<file path="config.mk">
export PLATFORM = sky130hd
export DESIGN_NAME = table_linear_interpolator_flat
export DESIGN_NICKNAME = d
export VERILOG_FILES = /design/src/design/tli_pkg.sv /design/src/design/tli_if.sv /design/src/design/tli_div.sv /design/src/design/tli_ctrl.sv /design/src/design/tli_dp.sv /design/src/design/table_linear_interpolator.sv /design/src/flat_wrapper.sv
export SDC_FILE = /design/constraint.sdc
export NUM_CORES = 2
export LEC_CHECK = 0
export BUFFER_PORTS_ARGS = -buffer_cell sky130_fd_sc_hd__buf_2
export CORE_MARGIN = 8
export CORE_UTILIZATION = 25
export CTS_CLUSTER_SIZE = 10
export DETAILED_ROUTE_END_ITERATION = 8
export SLEW_MARGIN = 25
export SYNTH_ARGS = -nofsm -noshare
export SYNTH_HDL_FRONTEND = slang
export SYNTH_SLANG_ARGS = --single-unit
</file>
<file path="constraint.sdc">
create_clock -name clk -period 11.6 [get_ports clk]
set_input_delay 1.16 -clock clk [delete_from_list [all_inputs] [get_ports clk]]
set_output_delay 1.16 -clock clk [all_outputs]
set_load 0.02 [all_outputs]
</file>
<file path="src/design/tli_pkg.sv">
package tli_pkg;

  // default table size
  localparam int TABLE_DEPTH_DEF = 64;

  // payload widths
  localparam int KEY_W    = 16;
  localparam int COEF_W   = 16;
  localparam int REQ_W    = 2;
  localparam int STATUS_W = 3;
  localparam int POINTS_W = 7;

  // divider widths: |(x-a)*(fc-fa)| < 2^33, c-a < 2^16
  localparam int NUM_W = 33;
  localparam int DEN_W = 16;

  // request codes
  localparam logic [REQ_W-1:0] REQ_CLEAR  = 2'd0;
  localparam logic [REQ_W-1:0] REQ_APPEND = 2'd1;
  localparam logic [REQ_W-1:0] REQ_QUERY  = 2'd2;

  // status codes
  localparam logic [STATUS_W-1:0] ST_OK    = 3'd0;
  localparam logic [STATUS_W-1:0] ST_SPAN  = 3'd1;
  localparam logic [STATUS_W-1:0] ST_FULL  = 3'd2;
  localparam logic [STATUS_W-1:0] ST_ORDER = 3'd3;
  localparam logic [STATUS_W-1:0] ST_EMPTY = 3'd4;

  // controller to datapath commands
  typedef struct packed {
    logic load_in;
    logic scan_first;
    logic scan_next;
    logic take_exact;
    logic mul;
    logic div_start;
    logic take_quot;
    logic commit;
  } tli_cmd_t;

  // datapath to controller status
  typedef struct packed {
    logic need_scan;
    logic key_eq;
    logic key_gt;
    logic div_busy;
    logic out_free;
  } tli_stat_t;

endpackage

</file>
<file path="src/design/tli_if.sv">
// request channel
interface tli_req_if;
  logic                                valid;
  logic                                ready;
  logic        [tli_pkg::REQ_W-1:0]    req_type;
  logic signed [tli_pkg::KEY_W-1:0]    angle;
  logic signed [tli_pkg::COEF_W-1:0]   coefficient;

  modport source (output valid, req_type, angle, coefficient, input ready);
  modport sink   (input valid, req_type, angle, coefficient, output ready);
endinterface

// response channel
interface tli_rsp_if;
  logic                                valid;
  logic                                ready;
  logic signed [tli_pkg::COEF_W-1:0]   result_coef;
  logic        [tli_pkg::STATUS_W-1:0] status;
  logic        [tli_pkg::POINTS_W-1:0] points_stored;

  modport source (output valid, result_coef, status, points_stored, input ready);
  modport sink   (input valid, result_coef, status, points_stored, output ready);
endinterface

</file>
<file path="src/design/tli_div.sv">
module tli_div (
  input  logic                       clk,
  input  logic                       rst,
  input  logic                       start,
  input  logic [tli_pkg::NUM_W-1:0]  dividend,
  input  logic [tli_pkg::DEN_W-1:0]  divisor,
  output logic                       busy,
  output logic [tli_pkg::NUM_W-1:0]  quotient
);

  localparam int NW = tli_pkg::NUM_W;
  localparam int DW = tli_pkg::DEN_W;
  localparam int SW = $clog2(NW + 1);

  logic [NW-1:0] quo;
  logic [DW-1:0] rem;
  logic [DW-1:0] den;
  logic [SW-1:0] steps;
  logic [DW:0]   shifted;
  logic [DW:0]   diff;
  logic          ge;

  // one restoring step per cycle
  assign shifted = {rem, quo[NW-1]};
  assign diff    = shifted - {1'b0, den};
  assign ge      = shifted >= {1'b0, den};

  // control
  always_ff @(posedge clk) begin
    if (rst) begin
      busy  <= 1'b0;
      steps <= '0;
    end else if (start) begin
      busy  <= 1'b1;
      steps <= SW'(NW);
    end else if (busy) begin
      steps <= steps - 1'b1;
      busy  <= (steps != SW'(1));
    end
  end

  // shift registers
  always_ff @(posedge clk) begin
    if (start) begin
      quo <= dividend;
      rem <= '0;
      den <= divisor;
    end else if (busy) begin
      quo <= {quo[NW-2:0], ge};
      rem <= ge ? diff[DW-1:0] : shifted[DW-1:0];
    end
  end

  assign quotient = quo;

endmodule

</file>
<file path="src/design/tli_ctrl.sv">
module tli_ctrl (
  input  logic               clk,
  input  logic               rst,
  input  logic               in_valid,
  output logic               in_ready,
  input  tli_pkg::tli_stat_t stat,
  output tli_pkg::tli_cmd_t  cmd
);

  typedef enum logic [7:0] {
    S_IDLE     = 8'b0000_0001,
    S_EVAL     = 8'b0000_0010,
    S_SCAN_RD  = 8'b0000_0100,
    S_SCAN_CHK = 8'b0000_1000,
    S_MUL      = 8'b0001_0000,
    S_DIV_GO   = 8'b0010_0000,
    S_DIV_WAIT = 8'b0100_0000,
    S_FINISH   = 8'b1000_0000
  } state_t;

  state_t state;
  state_t state_next;

  assign in_ready = (state == S_IDLE);

  // state register
  always_ff @(posedge clk) begin
    if (rst) begin
      state <= S_IDLE;
    end else begin
      state <= state_next;
    end
  end

  // next state and commands
  always_comb begin
    state_next = state;
    cmd        = '0;
    unique case (state)
      S_IDLE: begin
        if (in_valid) begin
          cmd.load_in = 1'b1;
          state_next  = S_EVAL;
        end
      end
      S_EVAL: begin
        if (stat.need_scan) begin
          cmd.scan_first = 1'b1;
          state_next     = S_SCAN_RD;
        end else begin
          state_next = S_FINISH;
        end
      end
      S_SCAN_RD: begin
        state_next = S_SCAN_CHK;
      end
      S_SCAN_CHK: begin
        priority if (stat.key_eq) begin
          cmd.take_exact = 1'b1;
          state_next     = S_FINISH;
        end else if (stat.key_gt) begin
          state_next = S_MUL;
        end else begin
          cmd.scan_next = 1'b1;
          state_next    = S_SCAN_RD;
        end
      end
      S_MUL: begin
        cmd.mul    = 1'b1;
        state_next = S_DIV_GO;
      end
      S_DIV_GO: begin
        cmd.div_start = 1'b1;
        state_next    = S_DIV_WAIT;
      end
      S_DIV_WAIT: begin
        if (!stat.div_busy) begin
          cmd.take_quot = 1'b1;
          state_next    = S_FINISH;
        end
      end
      S_FINISH: begin
        if (stat.out_free) begin
          cmd.commit = 1'b1;
          state_next = S_IDLE;
        end
      end
      default: begin
        state_next = S_IDLE;
      end
    endcase
  end

endmodule

</file>
<file path="src/design/tli_dp.sv">
module tli_dp #(
  parameter int TABLE_DEPTH = tli_pkg::TABLE_DEPTH_DEF
) (
  input  logic                                clk,
  input  logic                                rst,
  input  tli_pkg::tli_cmd_t                   cmd,
  output tli_pkg::tli_stat_t                  stat,
  input  logic        [tli_pkg::REQ_W-1:0]    in_req_type,
  input  logic signed [tli_pkg::KEY_W-1:0]    in_angle,
  input  logic signed [tli_pkg::COEF_W-1:0]   in_coefficient,
  output logic                                out_valid,
  input  logic                                out_ready,
  output logic signed [tli_pkg::COEF_W-1:0]   out_coef,
  output logic        [tli_pkg::STATUS_W-1:0] out_status,
  output logic        [tli_pkg::POINTS_W-1:0] out_points
);

  localparam int AW = (TABLE_DEPTH > 1) ? $clog2(TABLE_DEPTH) : 1;
  localparam int CW = $clog2(TABLE_DEPTH + 1);
  localparam int KW = tli_pkg::KEY_W;
  localparam int VW = tli_pkg::COEF_W;

  // latched request
  logic        [tli_pkg::REQ_W-1:0] req_q;
  logic signed [KW-1:0]             x_q;
  logic signed [VW-1:0]             v_q;

  // table state
  logic signed [KW-1:0] key_mem [TABLE_DEPTH];
  logic signed [VW-1:0] val_mem [TABLE_DEPTH];
  logic        [CW-1:0] count;
  logic        [CW-1:0] count_next;
  logic signed [KW-1:0] first_key;
  logic signed [KW-1:0] last_key;

  // scan and arithmetic
  logic        [AW-1:0]              scan_idx;
  logic signed [KW-1:0]              rkey;
  logic signed [VW-1:0]              rval;
  logic signed [KW-1:0]              pkey;
  logic signed [VW-1:0]              pval;
  logic signed [KW:0]                dx;
  logic signed [VW:0]                df;
  logic signed [KW:0]                dn;
  logic signed [KW+VW+1:0]           prod;
  logic        [KW+VW+1:0]           prod_neg;
  logic        [tli_pkg::DEN_W-1:0]  den_q;
  logic        [tli_pkg::NUM_W-1:0]  mag;
  logic        [tli_pkg::NUM_W-1:0]  quo;
  logic        [VW-1:0]              qs;
  logic                              div_busy;
  logic signed [VW-1:0]              res_q;

  logic [tli_pkg::STATUS_W-1:0] status_eval;
  logic                         append_ok;
  logic                         query_ok;

  // request latch
  always_ff @(posedge clk) begin
    if (cmd.load_in) begin
      req_q <= in_req_type;
      x_q   <= in_angle;
      v_q   <= in_coefficient;
    end
  end

  // status of the latched request against the table
  always_comb begin
    status_eval = tli_pkg::ST_OK;
    unique case (req_q)
      tli_pkg::REQ_APPEND: begin
        if (count >= CW'(TABLE_DEPTH)) begin
          status_eval = tli_pkg::ST_FULL;
        end else if (count != '0 && x_q <= last_key) begin
          status_eval = tli_pkg::ST_ORDER;
        end
      end
      tli_pkg::REQ_QUERY: begin
        if (count == '0) begin
          status_eval = tli_pkg::ST_EMPTY;
        end else if (x_q < first_key || x_q > last_key) begin
          status_eval = tli_pkg::ST_SPAN;
        end
      end
      default: begin
        status_eval = tli_pkg::ST_OK;
      end
    endcase
  end

  assign append_ok = (req_q == tli_pkg::REQ_APPEND) && (status_eval == tli_pkg::ST_OK);
  assign query_ok  = (req_q == tli_pkg::REQ_QUERY) && (status_eval == tli_pkg::ST_OK);

  // count after this beat
  always_comb begin
    count_next = count;
    if (req_q == tli_pkg::REQ_CLEAR) begin
      count_next = '0;
    end else if (append_ok) begin
      count_next = count + 1'b1;
    end
  end

  // table control registers
  always_ff @(posedge clk) begin
    if (rst) begin
      count <= '0;
    end else if (cmd.commit) begin
      count <= count_next;
    end
  end

  always_ff @(posedge clk) begin
    if (cmd.commit && append_ok) begin
      last_key <= x_q;
      if (count == '0) begin
        first_key <= x_q;
      end
    end
  end

  // point memory, one write and one registered read
  always_ff @(posedge clk) begin
    if (cmd.commit && append_ok) begin
      key_mem[count[AW-1:0]] <= x_q;
      val_mem[count[AW-1:0]] <= v_q;
    end
    rkey <= key_mem[scan_idx];
    rval <= val_mem[scan_idx];
  end

  // scan pointer and previous point
  always_ff @(posedge clk) begin
    if (cmd.scan_first) begin
      scan_idx <= '0;
    end else if (cmd.scan_next) begin
      scan_idx <= scan_idx + 1'b1;
      pkey     <= rkey;
      pval     <= rval;
    end
  end

  // interpolation terms
  assign dx = {x_q[KW-1], x_q} - {pkey[KW-1], pkey};
  assign df = {rval[VW-1], rval} - {pval[VW-1], pval};
  assign dn = {rkey[KW-1], rkey} - {pkey[KW-1], pkey};

  always_ff @(posedge clk) begin
    if (cmd.mul) begin
      prod  <= dx * df;
      den_q <= dn[tli_pkg::DEN_W-1:0];
    end
  end

  // magnitude for the divider, sign applied after
  assign prod_neg = -prod;
  assign mag      = prod[KW+VW+1] ? prod_neg[tli_pkg::NUM_W-1:0] : prod[tli_pkg::NUM_W-1:0];

  tli_div u_div (
    .clk      (clk),
    .rst      (rst),
    .start    (cmd.div_start),
    .dividend (mag),
    .divisor  (den_q),
    .busy     (div_busy),
    .quotient (quo)
  );

  assign qs = prod[KW+VW+1] ? (VW'(0) - quo[VW-1:0]) : quo[VW-1:0];

  // query result
  always_ff @(posedge clk) begin
    if (cmd.take_exact) begin
      res_q <= rval;
    end else if (cmd.take_quot) begin
      res_q <= pval + $signed(qs);
    end
  end

  // output register
  always_ff @(posedge clk) begin
    if (rst) begin
      out_valid <= 1'b0;
    end else if (cmd.commit) begin
      out_valid <= 1'b1;
    end else if (out_ready) begin
      out_valid <= 1'b0;
    end
  end

  always_ff @(posedge clk) begin
    if (cmd.commit) begin
      out_coef   <= query_ok ? res_q : '0;
      out_status <= status_eval;
      out_points <= tli_pkg::POINTS_W'(count_next);
    end
  end

  // status to the controller
  assign stat.need_scan = query_ok;
  assign stat.key_eq    = (rkey == x_q);
  assign stat.key_gt    = (rkey > x_q);
  assign stat.div_busy  = div_busy;
  assign stat.out_free  = !out_valid || out_ready;

  // checks
  a_scan_in_table: assert property (@(posedge clk) disable iff (rst)
    cmd.scan_next |-> (CW'(scan_idx) + 1'b1 < count))
    else $error("scan stepped past the stored points");

  a_commit_free: assert property (@(posedge clk) disable iff (rst)
    cmd.commit |-> stat.out_free)
    else $error("result loaded over an untaken beat");

  a_quot_done: assert property (@(posedge clk) disable iff (rst)
    cmd.take_quot |-> !div_busy)
    else $error("quotient taken while divider busy");

  a_append_count: assert property (@(posedge clk) disable iff (rst)
    (cmd.commit && append_ok) |=> (count == $past(count) + 1'b1))
    else $error("accepted append did not grow the table");

  a_count_cap: assert property (@(posedge clk) disable iff (rst)
    count <= CW'(TABLE_DEPTH))
    else $error("point count above table depth");

endmodule

</file>
<file path="src/design/table_linear_interpolator.sv">
// Piecewise linear lookup table with one request beat in and one response beat out per item.
// Requests clear the table, append an (angle, coefficient) point in strictly rising angle
// order, or query an angle; a query returns the stored coefficient on an exact hit or the
// straight-line value between the neighbouring points, quotient truncated toward zero.
// One item is worked at a time. Clear, append, unused codes and flagged queries (empty table
// or out of span) go from accept to the result beat with no scan. A query scans the table from
// entry 0 and stops at an exact hit or at the first larger angle, where it multiplies and then
// divides to interpolate. The scan reads the point memory through its single registered port,
// and the division runs bit-serially at one quotient bit per cycle over 33 bits. The input is
// taken again in the cycle after the result is loaded into the output register, even while
// that beat is still waiting.
// The table needs no clearing pass: only entries below the point count are ever used.
module table_linear_interpolator #(
  parameter int TABLE_DEPTH = tli_pkg::TABLE_DEPTH_DEF
) (
  input logic      clk,
  input logic      rst,
  tli_req_if.sink  req,
  tli_rsp_if.source rsp
);

  tli_pkg::tli_cmd_t  cmd;
  tli_pkg::tli_stat_t stat;

  // sequencer
  tli_ctrl u_ctrl (
    .clk      (clk),
    .rst      (rst),
    .in_valid (req.valid),
    .in_ready (req.ready),
    .stat     (stat),
    .cmd      (cmd)
  );

  // table, arithmetic and output register
  tli_dp #(
    .TABLE_DEPTH (TABLE_DEPTH)
  ) u_dp (
    .clk            (clk),
    .rst            (rst),
    .cmd            (cmd),
    .stat           (stat),
    .in_req_type    (req.req_type),
    .in_angle       (req.angle),
    .in_coefficient (req.coefficient),
    .out_valid      (rsp.valid),
    .out_ready      (rsp.ready),
    .out_coef       (rsp.result_coef),
    .out_status     (rsp.status),
    .out_points     (rsp.points_stored)
  );

endmodule
</file>
<file path="src/flat_wrapper.sv">
// flat-port wrapper written by rule: the top's interface ports become plain ports
module table_linear_interpolator_flat 
#(
  parameter int TABLE_DEPTH = tli_pkg::TABLE_DEPTH_DEF
)
  (clk, rst, req_valid, req_req_type, req_angle, req_coefficient, req_ready, rsp_valid, rsp_result_coef, rsp_status, rsp_points_stored, rsp_ready);
  tli_req_if req_i ();
  tli_rsp_if rsp_i ();
  input logic clk;
  input logic rst;
  input wire logic [$bits(req_i.valid)-1:0] req_valid;
  input wire logic [$bits(req_i.req_type)-1:0] req_req_type;
  input wire logic [$bits(req_i.angle)-1:0] req_angle;
  input wire logic [$bits(req_i.coefficient)-1:0] req_coefficient;
  output wire logic [$bits(req_i.ready)-1:0] req_ready;
  output wire logic [$bits(rsp_i.valid)-1:0] rsp_valid;
  output wire logic [$bits(rsp_i.result_coef)-1:0] rsp_result_coef;
  output wire logic [$bits(rsp_i.status)-1:0] rsp_status;
  output wire logic [$bits(rsp_i.points_stored)-1:0] rsp_points_stored;
  input wire logic [$bits(rsp_i.ready)-1:0] rsp_ready;
  assign req_i.valid = req_valid;
  assign req_i.req_type = req_req_type;
  assign req_i.angle = req_angle;
  assign req_i.coefficient = req_coefficient;
  assign req_ready = req_i.ready;
  assign rsp_valid = rsp_i.valid;
  assign rsp_result_coef = rsp_i.result_coef;
  assign rsp_status = rsp_i.status;
  assign rsp_points_stored = rsp_i.points_stored;
  assign rsp_i.ready = rsp_ready;
  table_linear_interpolator #(.TABLE_DEPTH(TABLE_DEPTH)) u_core (.clk(clk), .rst(rst), .req(req_i), .rsp(rsp_i));
endmodule
</file>
After elaboration in Yosys (flattened, before gate mapping)
Memories as Yosys holds them, arrays and structs flattened. A register that Yosys moved wholly into a read port is not among the register bits.
Index checks and enable logic that the tools add are counted.
Storage, ports and cells
  memory bits (writable): 2048
  word-level logic and storage cells: 119
  register bits after elaboration: 284
  bits of input ports: 38
  output and inout port bits: 28
  memories kept: 2
Operators by class
  $add $sub $neg: 10
  $lt $le $gt $ge: 6
  equal/unequal tests: 15
  $mul: 1
  reductions and logical operators: 18
  mux-type cells: 43
  bitwise logic cells: 1
Memories
  u_core.u_dp.key_mem: words 64, bits a word 16, read ports 1, clocked after Yosys merged registers in 1, write ports 1, line tli_dp.sv:29  | logic signed [KW-1:0] key_mem [TABLE_DEPTH];
  u_core.u_dp.val_mem: words 64, bits a word 16, read ports 1, clocked after Yosys merged registers in 1, write ports 1, line tli_dp.sv:30  | logic signed [VW-1:0] val_mem [TABLE_DEPTH];
Operators by type and width (number)
  two-way mux 33 bit: 3
  two-way mux 16 bit: 4
  case mux 8 bit (8 select lines): 1
  two-way mux 8 bit: 5
  multiplier 17 x 17 -> 34 bit: 1
  subtractor 16 x 16 -> 17 bit: 2
  negator 33 bit: 1
  > comparator 16 bit: 2
  subtractor 16 bit: 2
  two-way mux 1 bit: 20
  greater-or-equal comparator 17 x 16 -> 1 bit: 1
  adder 16 bit: 1
  equality test 16 bit: 1
  <= comparator 16 bit: 1
  less-than comparator 16 bit: 1
  subtractor 1 x 16 -> 16 bit, first input constant: 1
  two-way mux 7 bit: 2
  two-way mux 6 bit: 2
  equality test 8 x 1 -> 1 bit, second input constant: 1
  equality test 8 x 2 -> 1 bit, second input constant: 1
  equality test 8 x 3 -> 1 bit, second input constant: 1
  equality test 8 x 4 -> 1 bit, second input constant: 1
  equality test 8 x 5 -> 1 bit, second input constant: 1
  equality test 8 x 6 -> 1 bit, second input constant: 1
  other kinds (27): 37

Longest topological paths before layout
  depth after elaboration: 11
  depth in mapped cells: 34
  depth with buffers taken out: 34

Modules after synthesis
From an unflattened synthesis, not the netlist that was laid out.
Unflattened totals
  cell total of the unflattened synthesis: 5673
  area total of the unflattened synthesis: 105349.8 um^2
By module, submodules not included
  tli_dp: cells an instance 5250, instances 1, seq. area each 68125.3 um^2, area an instance 100821.7 um^2
  tli_div: cells an instance 359, instances 1, seq. area each 1931.9 um^2, area an instance 3992.6 um^2
  tli_ctrl: cells an instance 64, instances 1, seq. area each 160.2 um^2, area an instance 535.5 um^2

Worst setup path before layout
No wires, ideal clock.
  kind: register to register
  start: register u_core.u_dp.x_q[1]
  end: register u_core.u_dp.prod[24], data pin
  stages on the path, launching flop included: 31
  path buffers: 1
  setup slack: 2636 ps
  data required time: 11342 ps
  library setup time: 258 ps
  clock period less this slack: 8964 ps
  data arrival time: 8705 ps
  path through: edfxtp_1 > ha_1 > nor2b_1 > o31a_1 > nor4_1 > o31ai_1 > o31ai_1 > o2111ai_1 > a21o_1 > xor2_1 > clkbuf_1 > nand2_1 > fa_1 > inv_1 > fa_1 > inv_1 > fa_1 > inv_1 > fa_1 > fa_1 > inv_1 > fa_1 > inv_1 > ha_1 > a2111oi_0 > a31oi_1 > a21oi_1 > o21ai_0 > a31o_2 > a21oi_1 > xnor2_1
Between the ends
  longest elaborated chain between the ends: 2
Ends and longest elaborated chain
  start: declaration: line tli_dp.sv:25  | logic signed [KW-1:0] x_q;
  start signal: assignment: line tli_dp.sv:62  | x_q <= in_angle;
  subtractor 16 x 16 -> 17 bit: line tli_dp.sv:144  | assign dx = {x_q[KW-1], x_q} - {pkey[KW-1], pkey};
  multiplier 17 x 17 -> 34 bit: line tli_dp.sv:150  | prod <= dx * df;
  end signal: assignment: line tli_dp.sv:150
  end: declaration: line tli_dp.sv:45  | logic signed [KW+VW+1:0] prod;
No other way between the ends.
A chain may end at the register's enable or synchronous reset.

Worst setup path after layout
  start: register u_core.u_dp.x_q[1]
  end: register u_core.u_dp.prod[33], data pin
Same word-level chain as after synthesis.

==> results <==
- In this run the worst hold path is classified as reg -> reg.
- Of the synthesized area, sequential elements account for 67.1%.
- The total count of max-transition violations in the final report is 0.
- The number of top-level pins is 66.
- Setup repair after global routing left no endpoint under its margin.
- The Yosys step of the flow raised 0 warnings.
- In this run the clock root is driven by a clkbuf_16.
- The die is 663 um wide.
- The number of hold violations in the final report is 0.
- For the worst setup path, the data required time is 12.12 ns.
- Measured against its own limit, the worst slew margin works out to 23.2%.
- The count of hold-fix buffers inserted at cts is 0.
- The y dimension of the die is 663 um.
- The fraction of layout cells with a size suffix above 1 is 22.4%.
- The combined global-route utilization of all metal layers is 12.4%.
- The via count of the first global-routing pass is 55300.
- After detailed routing, the average wire length per cell comes to 24.6 um.
- Counting the fill cells in the layout gives 40700.
- The number of different library cells used by synthesis comes to 81.
- The combined area of the multi-input logic cells is 32600 um^2.
- The number of enable flip-flop cells after synthesis is 2287.
- The fraction of synthesis flops using an asynchronous set or reset pin is 0%.
- Entering global routing, the biggest net connects 146 pins.
- The number of vias per cell after detailed routing is 4.68.
- The insertion delay of the later-clocked pin in the worst-skew pair is 0.85 ns.
- The element type at the critical path end is a flip-flop.
- The synthesized area per cell is 18.7 um^2.
- The worst register-to-register path begins at u_core.u_dp.x_q[1]$_DFFE_PP_.
- The largest driver fanout on the critical path is 24.
- The number of H-tree levels is 5.
- The element type at the critical path start is a flip-flop.
- The sequential standard cell area is 70200 um^2.
- The initial standard-cell utilization of the core is 25.1%.
- For this block, the routed nets add up to 284000 um of wire.
- The synthesized instance count is 5591.
- Buffers placed on the I/O ports in this run total 65.
- In the synthesized netlist the dominant register cell turns out to be edfxtp_1.
- The total overflow left after global routing is 0.
- The synthesis-stage register bit count is 2364.
- The net count after synthesis is 6150.
- The launch point of the worst path is u_core.u_dp.x_q[1]$_DFFE_PP_.
- The first global-routing pass estimated 405000 um of wire.
- The peak clock frequency supported by timing is 105 MHz.
- The final period demand of the worst path is 9.50 ns.
- Leaving out fill and tap cells, the most frequent cells in the layout are edfxtp_1 (2287), mux4_2 (672), inv_1 (420), fa_1 (300), clkbuf_16 (296).
- On the critical path, the stage with the largest delay is an instance of o31ai_1.
- The run finished with clean final reports.
- In the final timing run, aggregate negative setup slack is 0 ns.
- The number of max-cap violations is 0.
- The most common cell after layout, fill and taps aside is edfxtp_1.
- Across the routed clock network, the largest skew measured is 0.0873 ns.
- Summing all placed instances gives a cell area of 113000 um^2.
- The starting DRC count in detailed routing is 6111.
- The clock input transition at the sequential cells of the worst setup and hold paths is 0.06 ns.
- The count of clock tree sinks is 2364.
- The critical path is of the reg -> reg type.
- The HPWL reported at the end of detailed placement is 169000 um.
- Once placement completed, the tool counted placed cells totaling 11100.
- The area enclosed by the die boundary is 440000 um^2.
- Routability-driven placement finished with a final weighted congestion of 0.837.
- The detailed router placed 54100 vias in this run.
- The floorplan has 237 rows.
- The antenna violation net count after detailed routing is 0.
- The CTS tree is yes.
- The final-stage net count is 6443.
- The cell area after synthesis is 105000 um^2.
- The startpoint identified for the worst hold timing path is u_core.u_dp.den_q[1]$_DFFE_PP_.
- For this run, design rule violations remaining after detail routing come to 0.
- The tightest hold path in the finished design has a slack of 0.418 ns.
- The core outline area is 417000 um^2.
- The critical path's most frequent cell is fa_1.
- The detailed-router iteration count before antenna repair is 5.
- The total non-filler cell area in the finished layout is 121000 um^2.
- The data arrival time at the worst-slack endpoint is 10.01 ns.
- The number of setup buffers added after CTS is 0.
- In the finished design, the share of the clock period the worst path needs comes to 81.9%.
- At the pin with the least slew margin, the transition time is 1.15 ns.
- The clock tree buffer depth is 4.
- The final non-filler cell total is 11600.
- For this run, the slowest stage of the critical path takes 0.81 ns.
- In this run, post-CTS repair resized a total of 0 instances.
- The setup-violating endpoint count in the final report is 0.
- The initial antenna violation count is 30.
- Clock tree synthesis inserted a total of 283 buffers.
- The area growth from synthesis to layout is 15.8%.
path summary, 6_finish.rpt:
kind / slack [ns] / cells after the start / to
max: 2.10 / 28 / u_core.u_dp.prod[33]$_DFFE_PP_
min: 0.42 / 0 / u_core.u_dp.u_div.den[1]$_DFFE_PP_
max reg2reg: 2.10 / 28 / u_core.u_dp.prod[33]$_DFFE_PP_
min reg2reg: 0.42 / 0 / u_core.u_dp.u_div.den[1]$_DFFE_PP_
critical path: cells and delay by family, from the launching register on:
family,cells,cell delay [ns]
xor+xnor,2,0.48
compound gates,10,3.00
flops,1,0.54
fa+ha+maj,8,3.64
simple gates,4,0.98
buf+inv,4,0.51
through the flow:
step	setup WS (ns)	util, %
2_1_floorplan	2.64	-
3_3_place_gp	2.18	27.1
3_5_place_dp	2.34	27.1
4_1_cts	2.29	29.0
5_1_grt	1.73	29.0
6_report	2.10	29.1
state kept, by name, summed over array words and instances (netlist names), 33 cells and up:
signal and count:
u_core.u_dp.key_mem 1024, u_core.u_dp.val_mem 1024, u_core.u_dp.prod 34, u_core.u_dp.u_div.quotient 33
cells in the mapped netlist, types with 9 or more instances:
library cell,number,share of area [%]
inv_1,421,1.5
nor3_1,35,0.17
buf_1,47,0.17
nand4_1,22,0.13
and3_1,12,0.072
nand3_1,30,0.14
a21o_1,35,0.25
xnor2_1,109,0.91
o31ai_1,19,0.14
or3_1,20,0.12
mux2i_1,16,0.15
dfxtp_1,77,1.5
nor2b_1,41,0.25
fa_1,301,5.8
edfxtp_1,2287,66
clkbuf_1,163,0.58
nand2_1,269,0.96
o21a_1,22,0.16
and2_1,64,0.38
o21ai_0,112,0.54
mux2_2,9,0.097
ha_1,220,2.6
nand2b_1,32,0.19
xor2_1,59,0.49
mux4_2,672,14
o21bai_1,10,0.072
nor2_1,223,0.80
a31oi_1,14,0.084
a21oi_1,110,0.53
or2_2,16,0.096
routing by layer:
metal  share of wire (%)  up-vias  GRT usage (%)
li1                    -    22400              -
met1                  41    29100           16.8
met2                  49     2173           20.9
met3                 7.4      416           2.05
met4                 2.5        0           3.19
met5                   0        -              0
kinds of logic after synthesis:
family | synth area share (%)
adder cells (fa/ha/maj) | 8.39
AND/OR/NAND/NOR | 3.72
AO/OA/AOI/OAI | 2.37
XOR/XNOR | 1.41
multiplexers | 14.7
flip-flops | 67.1
buffers and inverters | 2.32
layout make-up:
type                    instances  area share (%)
flip-flops and latches       2364            58.0
multi-input cells            2587            26.9
clock buffers                 380            6.39
well taps                    5497            5.68
repair buffers                225            1.40
inverters                     423            1.31
clock inverters                19           0.228
diodes                         55           0.114
Power is not shown: default switching activity piles up to over one toggle a cycle in this logic, so the estimate is an artifact.
